File: src/hw/rtl/mmep_pkg.sv
// Shared constants, command/status types and level test for the min/max envelope pyramid.
package mmep_pkg;

  localparam int MAX_LEVELS   = 16;
  localparam int SAMPLE_WIDTH = 16;
  localparam int LVL_W        = 4;
  localparam int CNT_W        = 17;
  localparam int POS_W        = 15;

  localparam logic [LVL_W-1:0] LVL_LAST = LVL_W'(MAX_LEVELS - 1);

  typedef enum logic {
    ST_IDLE,
    ST_WALK
  } state_t;

  typedef struct packed {
    logic take;
    logic emit;
  } cmd_t;

  typedef struct packed {
    logic emit_now;
    logic last;
    logic out_free;
  } status_t;

  // True when a level gives an envelope for the sample that brings the count to nxt:
  // its block is complete, or the vector ends and 2**lvl is below the count.
  function automatic logic emits(logic [CNT_W-1:0] nxt, logic fin, logic [LVL_W-1:0] lvl);
    logic [CNT_W-1:0] pow;
    logic [CNT_W-1:0] mask;
    pow  = CNT_W'(1) << lvl;
    mask = (pow << 1) - CNT_W'(1);
    return ((nxt & mask) == '0) || (fin && (pow < nxt));
  endfunction

endpackage

File: src/hw/rtl/mmep_ctrl.sv
// Controller state machine: accepts a sample, then walks the emitting levels.
module mmep_ctrl (
  input  logic              clk,
  input  logic              rst,
  input  logic              in_valid,
  output logic              in_stall,
  input  mmep_pkg::status_t st,
  output mmep_pkg::cmd_t    cmd
);

  mmep_pkg::state_t state;
  mmep_pkg::state_t state_next;

  always_ff @(posedge clk) begin
    if (rst) begin
      state <= mmep_pkg::ST_IDLE;
    end else begin
      state <= state_next;
    end
  end

  always_comb begin
    state_next = state;
    case (state)
      mmep_pkg::ST_IDLE: begin
        if (in_valid) state_next = mmep_pkg::ST_WALK;
      end
      mmep_pkg::ST_WALK: begin
        if (!st.emit_now) begin
          state_next = mmep_pkg::ST_IDLE;
        end else if (st.out_free && st.last) begin
          state_next = mmep_pkg::ST_IDLE;
        end
      end
      default: state_next = mmep_pkg::ST_IDLE;
    endcase
  end

  always_comb begin
    in_stall = 1'b1;
    cmd      = '0;
    case (state)
      mmep_pkg::ST_IDLE: begin
        in_stall = 1'b0;
        cmd.take = in_valid;
      end
      mmep_pkg::ST_WALK: begin
        cmd.emit = st.emit_now && st.out_free;
      end
      default: begin
        in_stall = 1'b1;
      end
    endcase
  end

endmodule

File: src/hw/rtl/mmep_datapath.sv
// Datapath: sample count, per-level running envelopes and the output register.
module mmep_datapath (
  input  logic                                        clk,
  input  logic                                        rst,
  input  logic signed [mmep_pkg::SAMPLE_WIDTH-1:0]    sample,
  input  logic                                        final_sample,
  input  mmep_pkg::cmd_t                              cmd,
  output mmep_pkg::status_t                           st,
  output logic                                        out_valid,
  input  logic                                        out_stall,
  output logic [mmep_pkg::LVL_W-1:0]                  level,
  output logic [mmep_pkg::POS_W-1:0]                  position,
  output logic signed [mmep_pkg::SAMPLE_WIDTH-1:0]    env_min,
  output logic signed [mmep_pkg::SAMPLE_WIDTH-1:0]    env_max,
  output logic                                        last_of_run
);

  logic [mmep_pkg::CNT_W-1:0]               cnt;
  logic [mmep_pkg::CNT_W-1:0]               cnt_inc;
  logic [mmep_pkg::CNT_W-1:0]               nxt;
  logic                                     fin;
  logic [mmep_pkg::CNT_W-2:0]               pos_sh;
  logic [mmep_pkg::LVL_W-1:0]               lvl;
  logic signed [mmep_pkg::SAMPLE_WIDTH-1:0] pmin [mmep_pkg::MAX_LEVELS];
  logic signed [mmep_pkg::SAMPLE_WIDTH-1:0] pmax [mmep_pkg::MAX_LEVELS];

  assign cnt_inc = cnt + mmep_pkg::CNT_W'(1);

  assign st.emit_now = mmep_pkg::emits(nxt, fin, lvl);
  assign st.last     = (lvl == mmep_pkg::LVL_LAST) ||
                       !mmep_pkg::emits(nxt, fin, lvl + mmep_pkg::LVL_W'(1));
  assign st.out_free = !out_valid || !out_stall;

  // Every level updates its open block at once; a level whose block starts here reloads.
  for (genvar k = 0; k < mmep_pkg::MAX_LEVELS; k++) begin : g_lvl
    localparam logic [mmep_pkg::CNT_W-1:0] SPAN_MASK =
      (mmep_pkg::CNT_W'(2) << k) - mmep_pkg::CNT_W'(1);
    always_ff @(posedge clk) begin
      if (cmd.take) begin
        if ((cnt & SPAN_MASK) == '0) begin
          pmin[k] <= sample;
          pmax[k] <= sample;
        end else begin
          if (sample < pmin[k]) pmin[k] <= sample;
          if (sample > pmax[k]) pmax[k] <= sample;
        end
      end
    end
  end

  always_ff @(posedge clk) begin
    if (rst) begin
      cnt <= '0;
      nxt <= '0;
      fin <= 1'b0;
      lvl <= '0;
    end else if (cmd.take) begin
      cnt <= final_sample ? '0 : cnt_inc;
      nxt <= cnt_inc;
      fin <= final_sample;
      lvl <= '0;
    end else if (cmd.emit) begin
      lvl <= lvl + mmep_pkg::LVL_W'(1);
    end
  end

  always_ff @(posedge clk) begin
    if (cmd.take) begin
      pos_sh <= cnt[mmep_pkg::CNT_W-1:1];
    end else if (cmd.emit) begin
      pos_sh <= pos_sh >> 1;
    end
  end

  always_ff @(posedge clk) begin
    if (rst) begin
      out_valid <= 1'b0;
    end else if (cmd.emit) begin
      out_valid <= 1'b1;
    end else if (!out_stall) begin
      out_valid <= 1'b0;
    end
  end

  always_ff @(posedge clk) begin
    if (cmd.emit) begin
      level       <= lvl;
      position    <= pos_sh[mmep_pkg::POS_W-1:0];
      env_min     <= pmin[lvl];
      env_max     <= pmax[lvl];
      last_of_run <= st.last;
    end
  end

endmodule

File: src/hw/rtl/min_max_envelope_pyramid.sv
// Top level of the min/max envelope pyramid: controller plus datapath.
//
// The input channel carries one signed sample per transfer, with final_sample
// set on the last sample of a vector. The output channel carries envelopes:
// level, position within the level, minimum and maximum over the block, and
// last_of_run on the final envelope caused by one input sample.
// All levels fold the new sample into their open block in the cycle of the
// input transfer. The controller then walks the levels upward from level 0,
// one envelope per cycle while the receiver does not stall, and stops at the
// first level that has nothing to give; because the emitting levels always
// form a run starting at level 0, no emitting level is missed. Every input,
// also one that causes no envelope, passes through the walk state.
// The first envelope is written to the output register from the walk state
// that follows the input transfer, once that register is free. On average a
// sample causes about one envelope.
// While the receiver stalls, the output register holds its envelope and the
// walk waits; in_stall stays high until the walk for the current sample ends.
// Reset clears the sample count and the output valid flag; the running
// envelopes need no reset since the first sample of a vector loads them all.
module min_max_envelope_pyramid (
  input  logic                                     clk,
  input  logic                                     rst,
  input  logic                                     in_valid,
  output logic                                     in_stall,
  input  logic signed [mmep_pkg::SAMPLE_WIDTH-1:0] sample,
  input  logic                                     final_sample,
  output logic                                     out_valid,
  input  logic                                     out_stall,
  output logic [mmep_pkg::LVL_W-1:0]               level,
  output logic [mmep_pkg::POS_W-1:0]               position,
  output logic signed [mmep_pkg::SAMPLE_WIDTH-1:0] env_min,
  output logic signed [mmep_pkg::SAMPLE_WIDTH-1:0] env_max,
  output logic                                     last_of_run
);

  // Commands flow from the controller, status flows back from the datapath.
  mmep_pkg::cmd_t    cmd;
  mmep_pkg::status_t st;

  mmep_ctrl u_ctrl (
    .clk      (clk),
    .rst      (rst),
    .in_valid (in_valid),
    .in_stall (in_stall),
    .st       (st),
    .cmd      (cmd)
  );

  mmep_datapath u_dp (
    .clk          (clk),
    .rst          (rst),
    .sample       (sample),
    .final_sample (final_sample),
    .cmd          (cmd),
    .st           (st),
    .out_valid    (out_valid),
    .out_stall    (out_stall),
    .level        (level),
    .position     (position),
    .env_min      (env_min),
    .env_max      (env_max),
    .last_of_run  (last_of_run)
  );

endmodule

File: config.mk
export PLATFORM = sky130hd
export DESIGN_NAME = min_max_envelope_pyramid
export DESIGN_NICKNAME = d
export VERILOG_FILES = /design/src/hw/rtl/mmep_pkg.sv /design/src/hw/rtl/mmep_ctrl.sv /design/src/hw/rtl/mmep_datapath.sv /design/src/hw/rtl/min_max_envelope_pyramid.sv
export SDC_FILE = /design/constraint.sdc
export NUM_CORES = 1
export LEC_CHECK = 0
export BUFFER_PORTS_ARGS = -buffer_cell sky130_fd_sc_hd__buf_4
export CAP_MARGIN = 15
export CORE_MARGIN = 2
export CORE_UTILIZATION = 40
export DETAILED_ROUTE_END_ITERATION = 7
export GPL_TIMING_DRIVEN = 0
export HOLD_SLACK_MARGIN = 0.03
export PLACE_DENSITY = 0.52
export SETUP_SLACK_MARGIN = 0.5
export SLEW_MARGIN = 40
export SYNTH_ARGS = -nofsm -noshare
export SYNTH_HDL_FRONTEND = slang
export SYNTH_HIERARCHICAL = 1
export SYNTH_SLANG_ARGS = --single-unit
File: constraint.sdc
create_clock -name clk -period 9.48 [get_ports clk]
set_input_delay 1.896 -clock clk [delete_from_list [all_inputs] [get_ports clk]]
set_output_delay 1.896 -clock clk [all_outputs]
set_load 0.03 [all_outputs]
* Word-level counts from Yosys, hierarchy flattened
Memory sizes are Yosys's and may differ from the RTL's. A register that Yosys moved wholly into a read port is not among the register bits.
Cells that the tools add are included.
W data, S select, Z words.
** Word-level totals
- Bits in registers :: 77
- Bits of input ports :: 21
- Memories :: 2
- Logic and storage cells :: 340
- Memory bits (writable) :: 512
** Memories
- u_dp.pmax :: depth 16, width 16, rd ports 17, clocked after Yosys merged registers in 1, wr ports 16, line mmep_datapath.sv:25 : logic signed [mmep_pkg::SAMPLE_WIDTH-1:0] pmax [mmep_pkg::MAX_LEVELS];
- u_dp.pmin :: depth 16, width 16, rd ports 17, clocked after Yosys merged registers in 1, wr ports 16, line mmep_datapath.sv:24 : logic signed [mmep_pkg::SAMPLE_WIDTH-1:0] pmin [mmep_pkg::MAX_LEVELS];
** Operators by class
- Bitwise logic cells :: 35
- $add $sub $neg :: 4
- Equal/unequal tests :: 2
- Multiplexer cells :: 220
- Order comparisons :: 34
- Reductions and logical operators :: 31
- Shift operators :: 2
** Operator list (number)
- $mux W16 :: 34
- $logic_not A17 Y1 :: 18
- $gt A16 B16 Y1 :: 16
- $lt A16 B16 Y1 :: 16
- $mux W1 :: 184
- $and A17 B17 Y17 :: 2
- $lt A17 B17 Y1 :: 2
- $shl A1 B4 Y17 const A :: 2
- $sub A17 B1 Y17 const B :: 2
- $or A1 B1 Y1 :: 32
- $add A17 B1 Y17 const B :: 1
- $mux W17 :: 1
- $add A4 B1 Y4 const B :: 1
- $eq A4 B4 Y1 const B :: 1
- $logic_and A1 B1 Y1 :: 4
- $logic_or A1 B1 Y1 :: 4
- $logic_not A1 Y1 :: 3
- $ne A2 B1 Y1 const B :: 1
- $pmux W1 S2 :: 1
- $reduce_bool A2 Y1 :: 1
- $reduce_or A2 Y1 :: 1
- $not A1 Y1 :: 1

* Logic depth before layout (Yosys ltp)
- Depth after elaboration :: 12
- Gate-level depth with buffers :: 21
- Depth with buffers taken out :: 16

* Modules after synthesis
The synthesis kept the hierarchy.
** Modules (own cells, without submodules)
- mmep_datapath :: sequential area each 18217.5 sq um, cells an instance 3107, area an instance 38064.0 sq um, times used 1
- mmep_ctrl :: sequential area each 20.0 sq um, cells an instance 6, area an instance 48.8 sq um, times used 1

* Least setup slack after synthesis
OpenSTA, ideal clock, no wires.
- Path type :: register to register
- From :: reg u_dp/lvl[0] in the netlist's numbering
- To :: reg u_dp/pos_sh[0] in the netlist's numbering (enable)
- Required time :: 9.146 ns
- Path slack :: 3.703 ns
- Path buffers :: 6
- Data arrival time :: 5.444 ns
- Stages on the path, launching flop included :: 19
- Cell sequence :: dfxtp_1 -> clkbuf_1 -> buf_1 -> buf_1 -> inv_1 -> ha_1 -> clkbuf_1 -> clkbuf_1 -> and2_1 -> ha_1 -> or4_1 -> a21oi_1 -> o21ai_0 -> a221oi_1 -> o21ai_0 -> o31ai_1 -> and3_1 -> clkbuf_1 -> or2_2
** RTL lines
- start, declared :: line mmep_datapath.sv:23 : logic [mmep_pkg::LVL_W-1:0] lvl;
- start signal, assigned :: line mmep_datapath.sv:63 : lvl <= lvl + mmep_pkg::LVL_W'(1);
- end signal, assigned :: line mmep_datapath.sv:69 : pos_sh <= cnt[mmep_pkg::CNT_W-1:1];
- end signal, assigned :: line mmep_datapath.sv:71 : pos_sh <= pos_sh >> 1;
- end, declared :: line mmep_datapath.sv:22 : logic [mmep_pkg::CNT_W-2:0] pos_sh;

==> metrics.yaml <==
route:
  wl_per_cell_microns: 24.9
  vias: 26078
  drtIter0Drc: 2126
  routed_wirelength_microns: 115000
  drt_first_pass_iters: 6
  drcViolationCount: 0
  postRouteAntennaNets: 0
  vias_per_cell: 5.67
place:
  hpwl_microns: 84100
  place.gp.congestion: 0.885
  portBuffers: 74
  place_ws_ns: 1.76
  dpl.cell_count: 4470
synthesis:
  yosysTopAreaCellShare: 0.457
  synth_area_leaders: "edfxtp_1 46%, ha_1 18%, mux4_2 9.5%"
  avgSynthCellArea_sq_um: 12.2
  syn_nets: 3671
  synth-seq-cells: 621
  ys_top_cells_by_count: "580 x edfxtp_1, 537 x ha_1, 535 x inv_1"
  async_flop_share: 0
  ys_warn_count: 6
  seq_area_frac_synth: 0.479
  synth_top_cell_by_area: "edfxtp_1"
  synth-edff-count: 580
  synthFlopType: "edfxtp_1"
  netlist_area_sq_mm: 0.0381
  netlist_instances: 3113
  yosysMostFrequentCell: "edfxtp_1"
  synth_cell_types: 76
global_route:
  grt_pass1_vias: 26934
  grtUsageTotal: 0.234
  grt_max_degree: 65
  antenna_found_initial: 4
  gr-total-overflow: 0
  grt_pass1_wl_microns: 171000
timing:
  tns_ns: 0
  tightest_slew_ns: 0.850
  finClkSkew_ns: 0.0220
  post-route-period-util: 0.809
  hold_viol: 0
  slew_headroom: 0.433
  fin_crit_ns: 7.67
  hold_ws_ns: 0.425
  setup_viol: 0
  rsz0062_at_grt: "false"
  max_freq_mhz: 130
  layout_setup_ws_ns: 1.81
  slew_viol_final: 0
worst_setup_path:
  cp-start-kind: "flop"
  critical_path_class: "reg -> reg"
  path_max_fanout: 32
  worst_ep_required_time_ns: 9.76
  crit_slowest_cell: "buf_1"
  arrival_ns: 7.95
  cpPeakStageDelay_ns: 0.69
  critPathCaptureType: "flop"
  cp_cell_sequence: "clkbuf_1 > buf_1 > buf_1 > inv_1 > ha_1 > clkbuf_1 > clkbuf_1 > and2_1 > ha_1 > nor2b_1 > a2111oi_0 > o21ai_0 > a221oi_1 > o21ai_0 > o31ai_1 > and3_4 > buf_12 > clkbuf_1 > or2_2"
  cp_common_cell: "clkbuf_1"
clock_network:
  cts_tree: "yes"
  clk_pin_slew_ns: 0.06
  ctsHoldBuffers: 0
  post_cts_buffers: 0
  insertion_delay_ns: 0.64
  cts.sink_count: 621
  clockBufferDepth: 3
  cts_made_buffers: 73
  cts_root_buf: "clkbuf_16"
  ctsResizeCount: 0
  cts-htree-levels: 3
floorplan:
  rows: 113
  die_w_microns: 313
  ios: 75
  chipHeight_microns: 313
  core_area_sq_mm: 0.0947
  dieArea_sq_mm: 0.0978
  start_util: 0.402
pwr:
  peakVddDrop_mv: 0.123
  p_leak_nw: 18.3
  power_density_mw_per_mm2: 182
cells_and_area:
  drive_above_1_share: 0.138
  nFillCells: 8552
  syn_to_final_growth_pct: 13.4
  layout.nets: 3838
  utilization: 0.456
  antenna_cells: 0
  finalNonFillerCells: 4600
job:
  drv_cap: 0
status:
  status: "finished, final reports clean"
worst_hold_path:
  hold_class: "reg -> reg"
## area by class of cell
| class | instances | area, sq um | share of cell area |
|---|---|---|---|
| Clock inverter | 43 | 400 | 0.00927 |
| Buffer | 89 | 425 | 0.00984 |
| Clock buffer | 87 | 1920 | 0.0445 |
| Timing Repair Buffer | 92 | 858 | 0.0199 |
| Inverter | 536 | 2010 | 0.0466 |
| Tap cell | 1265 | 1580 | 0.0366 |
| Sequential cell | 621 | 18200 | 0.422 |
| Multi-Input combinational cell | 1867 | 17800 | 0.411 |
## worst max-delay path: cells and delay by family, from the launching register on
kind | cells | cell delay, ns
fa+ha+maj | 2 | 0.62
flops | 1 | 0.47
compound gates | 5 | 1.40
buf+inv | 8 | 3.43
simple gates | 4 | 1.37
## cell usage in the layout, fill, tap and decap left out, types with 21 or more instances in the layout
| master | synthesis | layout |
|---|---|---|
| nor4_1 | 21 | 21 |
| a21o_1 | 105 | 105 |
| clkbuf_1 | 52 | 53 |
| edfxtp_1 | 580 | 580 |
| inv_1 | 535 | 534 |
| a21oi_1 | 129 | 127 |
| nand4_1 | 72 | 72 |
| mux4_2 | 160 | 160 |
| nand2b_1 | 27 | 27 |
| buf_4 | 0 | 60 |
| nor3_1 | 40 | 38 |
| a2111oi_0 | 22 | 21 |
| clkbuf_16 | 0 | 75 |
| ha_1 | 537 | 537 |
| nor2b_1 | 42 | 41 |
| dfxtp_1 | 41 | 41 |
| nand3_1 | 52 | 52 |
| o21ai_0 | 107 | 106 |
| o21a_1 | 41 | 40 |
| buf_6 | 6 | 26 |
| nand2_1 | 85 | 85 |
| and3_1 | 30 | 29 |
| a211oi_1 | 31 | 31 |
| nor2_1 | 127 | 125 |
## logic make-up (layout without fill, tap and decap cells)
kind of cell | after synthesis | after routing | share of synthesized area
buffers and inverters | 625 | 847 | 0.0630
AND/OR/NAND/NOR | 551 | 551 | 0.0754
multiplexers | 187 | 187 | 0.102
flip-flops | 621 | 621 | 0.479
XOR/XNOR | 27 | 27 | 0.00620
AO/OA/AOI/OAI | 565 | 565 | 0.0984
adder cells (fa/ha/maj) | 537 | 537 | 0.176
## routing by layer
layer,GRT usage,vias up,wire length [microns]
met3,0.0339,185,6320
met4,0.0745,0,3400
li1,-,12014,-
met5,0,-,0
met2,0.387,747,54200
met1,0.318,13132,50900
## state kept, by name (all words and copies together) (netlist names)
name	cells
u_dp/level	4
u_dp/last_of_run	1
u_dp/lvl	4
u_dp/fin	1
u_dp/cnt	17
u_dp/pos_sh	16
u_dp/env_max	16
u_dp/pmin	256
u_dp/out_valid	1
u_dp/env_min	16
u_ctrl/state	1
u_dp/pmax	256
u_dp/nxt	17
u_dp/position	15
## through the flow
stage	area (sq um)	total power [mW]
finish	43200	7.84
global route	43200	8.20
CTS	43200	7.92
detailed placement	40800	5.11
global placement	40300	5.01
floorplan	38100	4.43
## where the power goes
part / switching (mW) / internal (mW)
clock: 1.17 / 1.62
combinational: 0.960 / 0.607
sequential: 0.152 / 3.34
## path summary, 6_finish.rpt
path	from	endpoint	slack (ns)	depth (start not counted)
worst max-delay path	u_dp/lvl[0]	u_dp/pos_sh[12]	1.81	19
worst min-delay path	u_dp/pos_sh[0]	u_dp/position[0]	0.43	0
worst max register to register	u_dp/lvl[0]	u_dp/pos_sh[12]	1.81	19
worst min register to register	u_dp/pos_sh[0]	u_dp/position[0]	0.43	0
Power figures use the tool's default switching activity.
